### config.mk
export PLATFORM = sky130hd
export DESIGN_NAME = rgb_to_yuv420_planar
export DESIGN_NICKNAME = d
export VERILOG_FILES = /design/src/rtl/core/ryp_pkg.sv /design/src/rtl/core/ryp_csc.sv /design/src/rtl/core/rgb_to_yuv420_planar.sv
export SDC_FILE = /design/constraint.sdc
export NUM_CORES = 2
export LEC_CHECK = 0
export BUFFER_PORTS_ARGS = -buffer_cell sky130_fd_sc_hd__buf_2
export CAP_MARGIN = 5
export CORE_MARGIN = 8
export CORE_UTILIZATION = 37
export DETAILED_ROUTE_END_ITERATION = 12
export GPL_ROUTABILITY_DRIVEN = 0
export PLACE_DENSITY = 0.55
export RECOVER_POWER = 25
export SLEW_MARGIN = 20
export SYNTH_ARGS = -nofsm -noshare
export SYNTH_HDL_FRONTEND = slang
export SYNTH_SLANG_ARGS = --single-unit
export TNS_END_PERCENT = 5
### constraint.sdc
create_clock -name aclk -period 10.3 [get_ports aclk]
set_input_delay 1.545 -clock aclk [delete_from_list [all_inputs] [get_ports aclk]]
set_output_delay 1.545 -clock aclk [all_outputs]
set_load 0.02 [all_outputs]
### src/rtl/core/ryp_pkg.sv
// Shared constants and types for the RGB to YUV 4:2:0 planar converter.
`default_nettype none

package ryp_pkg;

    // Frame size limits, in pixel pairs and row pairs
    localparam int unsigned MAX_HALF_WIDTH  = 1024;
    localparam int unsigned MAX_HALF_HEIGHT = 1024;

    // Field widths
    localparam int unsigned CHAN_W   = 8;
    localparam int unsigned SIZE_W   = 11;
    localparam int unsigned DIM_W    = SIZE_W + 1;
    localparam int unsigned LIDX_W   = 22;
    localparam int unsigned CIDX_W   = 20;
    localparam int unsigned CFG_IDX_W = 2;

    // Weighted sums stay below 2^15; one spare bit keeps the modular math clean
    localparam int unsigned SUM_W  = 16;
    localparam int unsigned PROD_W = 30;

    // Color matrix coefficients (percent)
    localparam logic [SUM_W-1:0] COEF_Y_R = 16'd30;
    localparam logic [SUM_W-1:0] COEF_Y_G = 16'd59;
    localparam logic [SUM_W-1:0] COEF_Y_B = 16'd11;
    localparam logic [SUM_W-1:0] COEF_U_R = 16'd17;
    localparam logic [SUM_W-1:0] COEF_U_G = 16'd33;
    localparam logic [SUM_W-1:0] COEF_U_B = 16'd50;
    localparam logic [SUM_W-1:0] COEF_V_R = 16'd50;
    localparam logic [SUM_W-1:0] COEF_V_G = 16'd42;
    localparam logic [SUM_W-1:0] COEF_V_B = 16'd8;
    localparam logic [SUM_W-1:0] CHROMA_OFFSET = 16'd12800;

    // Divide by 100: (x * 5243) >> 19 is exact for x below 43690
    localparam logic [PROD_W-1:0] RECIP_100   = 30'd5243;
    localparam int unsigned       RECIP_SHIFT = 19;

    // Configuration register indexes
    typedef enum logic [CFG_IDX_W-1:0] {
        CFG_HALF_WIDTH  = 2'd0,
        CFG_HALF_HEIGHT = 2'd1,
        CFG_FLIP_ROWS   = 2'd2
    } cfg_index_t;

    // Per-stage load strobes for the color pipeline
    typedef struct packed {
        logic sum_en;
        logic scale_en;
    } csc_adv_t;

endpackage

`default_nettype wire

### src/rtl/core/ryp_csc.sv
// Two-stage color matrix: weighted sums, then divide by 100 via reciprocal.
`default_nettype none

module ryp_csc (
    input  wire logic                       aclk,
    input  wire ryp_pkg::csc_adv_t          adv,
    input  wire logic [ryp_pkg::CHAN_W-1:0] red,
    input  wire logic [ryp_pkg::CHAN_W-1:0] green,
    input  wire logic [ryp_pkg::CHAN_W-1:0] blue,
    output logic      [ryp_pkg::CHAN_W-1:0] y_out,
    output logic      [ryp_pkg::CHAN_W-1:0] u_out,
    output logic      [ryp_pkg::CHAN_W-1:0] v_out
);
    import ryp_pkg::*;

    logic [SUM_W-1:0]  r_ext, g_ext, b_ext;
    logic [SUM_W-1:0]  y_sum_next, u_sum_next, v_sum_next;
    logic [SUM_W-1:0]  y_sum_reg, u_sum_reg, v_sum_reg;
    logic [PROD_W-1:0] y_prod, u_prod, v_prod;

    assign r_ext = {{(SUM_W-CHAN_W){1'b0}}, red};
    assign g_ext = {{(SUM_W-CHAN_W){1'b0}}, green};
    assign b_ext = {{(SUM_W-CHAN_W){1'b0}}, blue};

    // Form the three weighted sums; chroma sums never go negative overall
    always_comb begin
        y_sum_next = COEF_Y_R * r_ext + COEF_Y_G * g_ext + COEF_Y_B * b_ext;
        u_sum_next = CHROMA_OFFSET + COEF_U_B * b_ext - COEF_U_R * r_ext - COEF_U_G * g_ext;
        v_sum_next = CHROMA_OFFSET + COEF_V_R * r_ext - COEF_V_G * g_ext - COEF_V_B * b_ext;
    end

    always_ff @(posedge aclk) begin
        if (adv.sum_en) begin
            y_sum_reg <= y_sum_next;
            u_sum_reg <= u_sum_next;
            v_sum_reg <= v_sum_next;
        end
    end

    // Truncating divide by 100
    assign y_prod = {{(PROD_W-SUM_W){1'b0}}, y_sum_reg} * RECIP_100;
    assign u_prod = {{(PROD_W-SUM_W){1'b0}}, u_sum_reg} * RECIP_100;
    assign v_prod = {{(PROD_W-SUM_W){1'b0}}, v_sum_reg} * RECIP_100;

    always_ff @(posedge aclk) begin
        if (adv.scale_en) begin
            y_out <= y_prod[RECIP_SHIFT +: CHAN_W];
            u_out <= u_prod[RECIP_SHIFT +: CHAN_W];
            v_out <= v_prod[RECIP_SHIFT +: CHAN_W];
        end
    end

endmodule

`default_nettype wire

### src/rtl/core/rgb_to_yuv420_planar.sv
// Top level of the RGB to YUV 4:2:0 planar converter.
//
// Takes one RGB pixel per transaction in source raster order and returns one result per
// pixel: the Y sample with its Y-plane index, and at the odd column of each odd output row
// the U and V samples with their chroma-plane index (zero otherwise). Throughput is one
// pixel per clock while m_ready does not stall the output, through the three-register
// pipeline (input register; weighted sums and index products; divide-by-100 and result
// register). Each stage fills a bubble ahead of it, so while a result waits on m_ready
// the input keeps accepting until all three stages hold a pixel. Frame size and row flip
// are written through the cfg_ port only while no pixel is in flight, a rule for the user
// that the block does not enforce; zero sizes act as one, oversized ones as the maximum.
`default_nettype none

module rgb_to_yuv420_planar (
    input  wire logic                            aclk,
    input  wire logic                            aresetn,
    // Configuration write port
    input  wire logic                            cfg_wr_en,
    input  wire logic [ryp_pkg::CFG_IDX_W-1:0]   cfg_index,
    input  wire logic [ryp_pkg::SIZE_W-1:0]      cfg_wr_data,
    // Pixel input
    input  wire logic                            s_valid,
    output logic                                 s_ready,
    input  wire logic [ryp_pkg::CHAN_W-1:0]      s_red,
    input  wire logic [ryp_pkg::CHAN_W-1:0]      s_green,
    input  wire logic [ryp_pkg::CHAN_W-1:0]      s_blue,
    // Result output
    output logic                                 m_valid,
    input  wire logic                            m_ready,
    output logic      [ryp_pkg::CHAN_W-1:0]      m_luma_value,
    output logic      [ryp_pkg::LIDX_W-1:0]      m_luma_index,
    output logic                                 m_chroma_write,
    output logic      [ryp_pkg::CHAN_W-1:0]      m_u_value,
    output logic      [ryp_pkg::CHAN_W-1:0]      m_v_value,
    output logic      [ryp_pkg::CIDX_W-1:0]      m_chroma_index,
    output logic                                 m_frame_last
);
    import ryp_pkg::*;

    localparam logic [SIZE_W-1:0] HW_MAX = SIZE_W'(MAX_HALF_WIDTH);
    localparam logic [SIZE_W-1:0] HH_MAX = SIZE_W'(MAX_HALF_HEIGHT);
    localparam logic [SIZE_W-1:0] ONE    = SIZE_W'(1);

    // Configuration registers
    logic [SIZE_W-1:0] half_width_reg, half_height_reg;
    logic              flip_rows_reg;

    // Position counters
    logic [SIZE_W-1:0] column_count_reg, column_count_next;
    logic [SIZE_W-1:0] row_count_reg, row_count_next;

    // Stage 1: input register
    logic              p1_valid_reg;
    logic [CHAN_W-1:0] p1_red_reg, p1_green_reg, p1_blue_reg;
    logic [SIZE_W-1:0] p1_col_reg, p1_orow_reg, p1_hw_reg;
    logic              p1_last_reg;

    // Stage 2: index products
    logic              p2_valid_reg;
    logic [LIDX_W-1:0] p2_luma_base_reg;
    logic [CIDX_W-1:0] p2_chroma_base_reg;
    logic [SIZE_W-1:0] p2_col_reg;
    logic              p2_cw_reg, p2_last_reg;

    // Stage 3 payload
    logic [LIDX_W-1:0] luma_index_reg;
    logic              chroma_write_reg, frame_last_reg;
    logic [CIDX_W-1:0] chroma_index_reg;
    logic [CHAN_W-1:0] y_val, u_val, v_val;

    logic              m_valid_reg;
    logic              ready3, ready2, ld1, ld2, ld3;
    csc_adv_t          csc_adv;

    logic [SIZE_W-1:0] hw, hh;
    logic [DIM_W-1:0]  w, h;
    logic [DIM_W-1:0]  col_ext, row_try, row_sel, orow_full, col_inc;
    logic [SIZE_W-1:0] col_cur, row_cur, orow;
    logic              last;

    // Handshake: each stage loads when the stage after it can take its content
    assign ready3  = !m_valid_reg || m_ready;
    assign ready2  = !p2_valid_reg || ready3;
    assign s_ready = !p1_valid_reg || ready2;
    assign ld1     = s_valid && s_ready;
    assign ld2     = p1_valid_reg && ready2;
    assign ld3     = p2_valid_reg && ready3;

    // Configuration writes
    always_ff @(posedge aclk) begin
        if (!aresetn) begin
            half_width_reg  <= ONE;
            half_height_reg <= ONE;
            flip_rows_reg   <= 1'b0;
        end else if (cfg_wr_en) begin
            case (cfg_index_t'(cfg_index))
                CFG_HALF_WIDTH:  half_width_reg  <= cfg_wr_data;
                CFG_HALF_HEIGHT: half_height_reg <= cfg_wr_data;
                CFG_FLIP_ROWS:   flip_rows_reg   <= cfg_wr_data[0];
                default: ;
            endcase
        end
    end

    // Clamp sizes into the supported range
    always_comb begin
        hw = half_width_reg;
        if (half_width_reg == '0) begin
            hw = ONE;
        end else if (half_width_reg > HW_MAX) begin
            hw = HW_MAX;
        end
        hh = half_height_reg;
        if (half_height_reg == '0) begin
            hh = ONE;
        end else if (half_height_reg > HH_MAX) begin
            hh = HH_MAX;
        end
        w = {hw, 1'b0};
        h = {hh, 1'b0};
    end

    // Resolve the current pixel position and the counters for the next one
    always_comb begin
        col_ext = {1'b0, column_count_reg};
        row_try = {1'b0, row_count_reg};
        col_cur = column_count_reg;
        if (col_ext >= w) begin
            col_cur = '0;
            row_try = {1'b0, row_count_reg} + DIM_W'(1);
        end
        row_sel = (row_try >= h) ? '0 : row_try;
        row_cur = row_sel[SIZE_W-1:0];

        orow_full = flip_rows_reg ? (h - DIM_W'(1) - row_sel) : row_sel;
        orow      = orow_full[SIZE_W-1:0];

        last    = ({1'b0, col_cur} == w - DIM_W'(1)) && (row_sel == h - DIM_W'(1));
        col_inc = {1'b0, col_cur} + DIM_W'(1);

        if (last) begin
            column_count_next = '0;
            row_count_next    = '0;
        end else if (col_inc >= w) begin
            column_count_next = '0;
            row_count_next    = row_cur + ONE;
        end else begin
            column_count_next = col_inc[SIZE_W-1:0];
            row_count_next    = row_cur;
        end
    end

    // Advance the counters on each accepted pixel
    always_ff @(posedge aclk) begin
        if (!aresetn) begin
            column_count_reg <= '0;
            row_count_reg    <= '0;
        end else if (ld1) begin
            column_count_reg <= column_count_next;
            row_count_reg    <= row_count_next;
        end
    end

    // Valid bits of the pipeline
    always_ff @(posedge aclk) begin
        if (!aresetn) begin
            p1_valid_reg <= 1'b0;
            p2_valid_reg <= 1'b0;
            m_valid_reg  <= 1'b0;
        end else begin
            if (s_ready) begin
                p1_valid_reg <= s_valid;
            end
            if (ready2) begin
                p2_valid_reg <= p1_valid_reg;
            end
            if (ready3) begin
                m_valid_reg <= p2_valid_reg;
            end
        end
    end

    // Stage 1: capture pixel and position
    always_ff @(posedge aclk) begin
        if (ld1) begin
            p1_red_reg   <= s_red;
            p1_green_reg <= s_green;
            p1_blue_reg  <= s_blue;
            p1_col_reg   <= col_cur;
            p1_orow_reg  <= orow;
            p1_hw_reg    <= hw;
            p1_last_reg  <= last;
        end
    end

    // Stage 2: row base addresses of both planes
    always_ff @(posedge aclk) begin
        if (ld2) begin
            p2_luma_base_reg   <= LIDX_W'(p1_orow_reg) * LIDX_W'({p1_hw_reg, 1'b0});
            p2_chroma_base_reg <= CIDX_W'(p1_orow_reg[SIZE_W-1:1]) * CIDX_W'(p1_hw_reg);
            p2_col_reg         <= p1_col_reg;
            p2_cw_reg          <= p1_orow_reg[0] && p1_col_reg[0];
            p2_last_reg        <= p1_last_reg;
        end
    end

    // Stage 3: final indexes into the result register
    always_ff @(posedge aclk) begin
        if (ld3) begin
            luma_index_reg   <= p2_luma_base_reg + LIDX_W'(p2_col_reg);
            chroma_index_reg <= p2_cw_reg ?
                                (p2_chroma_base_reg + CIDX_W'(p2_col_reg[SIZE_W-1:1])) : '0;
            chroma_write_reg <= p2_cw_reg;
            frame_last_reg   <= p2_last_reg;
        end
    end

    assign csc_adv.sum_en   = ld2;
    assign csc_adv.scale_en = ld3;

    ryp_csc u_csc (
        .aclk  (aclk),
        .adv   (csc_adv),
        .red   (p1_red_reg),
        .green (p1_green_reg),
        .blue  (p1_blue_reg),
        .y_out (y_val),
        .u_out (u_val),
        .v_out (v_val)
    );

    // Drive the result channel; chroma reads as zero when not written
    assign m_valid        = m_valid_reg;
    assign m_luma_value   = y_val;
    assign m_luma_index   = luma_index_reg;
    assign m_chroma_write = chroma_write_reg;
    assign m_u_value      = chroma_write_reg ? u_val : '0;
    assign m_v_value      = chroma_write_reg ? v_val : '0;
    assign m_chroma_index = chroma_index_reg;
    assign m_frame_last   = frame_last_reg;

endmodule

`default_nettype wire
==> tab_implementation.tex <==
\begin{tabular}{lr}
\hline
Metric & Value \\
\hline
\multicolumn{2}{l}{\textbf{Worst setup path}} \\
\quad Kind of capture point of the worst setup path & register \\
\quad Launch point of the worst path & half\_width\_reg[2] \\
\quad Critical path depth in cells & 30 \\
\quad Worst-path cell with the longest stage delay & nor4\_1 \\
\quad WP buf/inv & 2 \\
\quad Critical path capture point & column\_count\_reg[9] \\
\quad CP Data Required Time & 10,780 ps \\
\quad Worst reg-to-reg path cell count & 30 \\
\quad Highest cell delay on the worst timing path & 720 ps \\
\quad Critical path launch point type & register \\
\quad Data arrival at the endpoint of the critical path & 9300 ps \\
\quad Worst flop-to-flop path endpoint & column\_count\_reg[9] \\
\quad Setup slack, reg-to-reg & 1480 ps \\
\quad Type of the worst setup path & register to register \\
\quad CP delay by family, top & compound AO/OA/AOI/OAI gates \\
\quad Worst r2r src & half\_width\_reg[2] \\
\quad Highest net fanout along the worst path & 22 \\
\multicolumn{2}{l}{\textbf{Route}} \\
\quad DR WL/cell & 16.48 um \\
\quad Mean number of vias per cell & 4.819 \\
\quad Wirelength, routed & 81,680 um \\
\quad DRC marker count from the first detailed-route iteration & 960 \\
\quad Number of nets with antenna violations after detailed routing & 0 \\
\quad Number of vias after detailed routing & 23,880 \\
\quad Pre-antenna DRT Iters & 5 \\
\quad \# DRC & 0 \\
\multicolumn{2}{l}{\textbf{GRT}} \\
\quad Sum of overflow across all layers after global routing & 0 \\
\quad Global router's overall resource usage & 0.1527 \\
\quad Initial antenna violation count & 4 \\
\quad Number of global-route vias before repair & 25,200 \\
\quad Largest net degree at the start of global routing & 67 \\
\quad Global-route wire length before repair & 133,300 um \\
\multicolumn{2}{l}{\textbf{STA}} \\
\quad Final TNS setup & 0 ps \\
\quad Final-report hold violation count & 0 \\
\quad Setup repair after global routing missed its margin & no \\
\quad Post-route clock period utilization & 0.8565 \\
\quad Fin Hold WS & 425.8 ps \\
\quad Worst Clk Skew & 24.05 ps \\
\quad Worst slew margin relative to its limit & -0.5268 \\
\quad Worst setup slack after layout & 1478 ps \\
\quad Worst slew pin tran & 2290 ps \\
\quad Number of max-slew violations in the final report & 61 \\
\quad Timing-limited maximum frequency & 113.4 MHz \\
\quad Time the final worst path needs with I/O delays and setup & 8822 ps \\
\quad Final setup fails & 0 \\
\multicolumn{2}{l}{\textbf{Clocking}} \\
\quad Root buffer cell & clkbuf\_16 \\
\quad Post-CTS setup buffers & 0 \\
\quad Number of CTS-inserted buffers & 39 \\
\quad CTS tree & built \\
\quad Hold Buf Count CTS & 0 \\
\quad PostCTS Resize Cnt & 0 \\
\quad TritonCTS sink count & 273 \\
\quad Number of buffers on the longest clock path & 3 \\
\quad Count of H-tree levels built during CTS & 2 \\
\quad Clock edge transition at the registers on the reported setup and hold paths & 60 ps \\
\quad Worst-Skew Late Latency & 600 ps \\
\multicolumn{2}{l}{\textbf{Job}} \\
\quad Number of maximum-capacitance violations & 3 \\
\multicolumn{2}{l}{\textbf{Synthesis}} \\
\quad Yosys synthesis warning count & 0 \\
\quad Area share of the leading cell type in the synthesized netlist & 0.2369 \\
\quad Post-synth net total & 4,701 \\
\quad Post-synthesis register bit count & 273 \\
\quad Count of flip-flops with a built-in enable after synthesis & 225 \\
\quad Synth async-reset ratio & 0 \\
\quad Syn avg cell area & 10.34 um2 \\
\quad Largest area contributor in the synthesized netlist & fa\_1 \\
\quad Most used flip-flop cell after synthesis & edfxtp\_1 \\
\quad Top cells by area in the synthesized netlist & fa\_1, ha\_1, edfxtp\_1 \\
\quad Proportion of synthesized chip area in sequential cells & 0.2109 \\
\quad Synthesized instance count & 3,538 \\
\quad Netlist Area Pre-Place & 36,590 um2 \\
\quad Distinct cells, synth & 69 \\
\multicolumn{2}{l}{\textbf{Cells and area}} \\
\quad Number of flip-flops in the largest register & 22 \\
\quad Core utilization of the finished layout & 0.4056 \\
\quad Share of layout cells above drive strength 1 & 0.04800 \\
\quad Number of nets in the final layout & 4,799 \\
\quad Post-synthesis to final-layout area growth & 8.932\% \\
\multicolumn{2}{l}{\textbf{Worst hold path}} \\
\quad Kind of path behind the tightest hold check & register to register \\
\multicolumn{2}{l}{\textbf{Run status}} \\
\quad Violated checks & max-capacitance violations, max-slew violations \\
\quad Status & complete, but fails checks \\
\multicolumn{2}{l}{\textbf{Floorplanning}} \\
\quad Die Wd & 330.5 um \\
\quad Effective utilization at floorplan & 0.3723 \\
\quad Top-level I/O count & 112 \\
\quad DIE AREA & 109,200 um2 \\
\quad Die height & 330.5 um \\
\quad Number of rows created at floorplan & 115 \\
\quad Area inside the core boundary & 98,280 um2 \\
\multicolumn{2}{l}{\textbf{Place}} \\
\quad Dpl hpwl & 68,720 um \\
\quad Worst slack after detailed placement & 1546 ps \\
\quad Port bufs & 111 \\
\hline
\end{tabular}
cells by family (layout without fill, tap and decap cells):
family	count (synthesis)	count (layout)	share of synthesized area
mux	31	31	0.008549
other cells	0	1	0
compound gates	417	417	0.07458
xor+xnor	230	230	0.05506
flops	273	273	0.2109
fa+ha+maj	1121	1121	0.4722
simple gates	646	646	0.09404
buf+inv	820	949	0.08467
layout make-up:
type	count	area (um2)
flip-flops and latches	273	7717
well taps	1287	1610
inverters	758	2845
multi-input cells	2445	25800
repair buffers	119	579.3
clock inverters	30	312.8
clock buffers	42	987.2
fillers	9734	58420
diodes	1	2.502
cell usage in the layout (no fill, tap or decap), types with 23 or more instances in the layout:
cell	n
nand4_1	23
mux2i_1	29
a21oi_1	118
and2_1	133
nand3_1	53
xor2_1	45
nor2_1	103
clkbuf_1	30
nand2_1	121
clkbuf_16	39
a21o_1	35
inv_1	757
nor2b_1	56
ha_1	688
fa_1	433
buf_2	85
xnor2_1	185
o21ai_0	82
nor3_1	37
edfxtp_1	225
dfxtp_1	48
o21a_1	24
synthesized netlist by cell type (11+ instances only):
| cell | number |
|---|---|
| inv_1 | 757 |
| ha_1 | 688 |
| fa_1 | 433 |
| edfxtp_1 | 225 |
| xnor2_1 | 185 |
| and2_1 | 142 |
| nand2_1 | 121 |
| a21oi_1 | 118 |
| nor2_1 | 103 |
| o21ai_0 | 82 |
| nor2b_1 | 57 |
| clkbuf_1 | 54 |
| nand3_1 | 53 |
| dfxtp_1 | 48 |
| xor2_1 | 45 |
| nor3_1 | 37 |
| a21o_1 | 35 |
| mux2i_1 | 29 |
| o21a_1 | 24 |
| nand4_1 | 23 |
| nand2b_1 | 22 |
| o21bai_1 | 22 |
| and3_1 | 19 |
| a31oi_1 | 16 |
| a21boi_0 | 14 |
| or3_1 | 14 |
| a22o_1 | 13 |
| o211ai_1 | 13 |
| a32o_1 | 12 |
| o31ai_1 | 12 |
| a211oi_1 | 11 |
how the worst min path moves through the flow:
stage | start | to | depth (start not counted)
6_report | p1_col_reg[1] | p2_col_reg[1] | 0
5_1_grt | p1_col_reg[2] | p2_col_reg[2] | 0
4_1_cts | p1_col_reg[2] | p2_col_reg[2] | 0
3_5_place_dp | p1_col_reg[2] | p2_col_reg[2] | 0
3_3_place_gp | p1_col_reg[5] | p2_col_reg[5] | 0
2_1_floorplan | p2_last_reg | m_frame_last | 0
per-stage QoR:
step / instances / instance area, um2
floorplan: 3538 / 36590
global placement: 4882 / 38600
detailed placement: 4882 / 38600
CTS: 4954 / 39900
global route: 4954 / 39850
finish: 4955 / 39860
routing by layer:
metal / part of all wire / GRT usage / vias up
li1: - / - / 11850
met1: 0.46 / 0.2051 / 11610
met2: 0.47 / 0.2599 / 332
met3: 0.041 / 0.02202 / 82
met4: 0.021 / 0.03487 / 0
met5: 0 / 0 / -
Power is left out: the tool's default activity adds up to more than one toggle a clock period on the data nets, which glitch-free logic cannot reach.
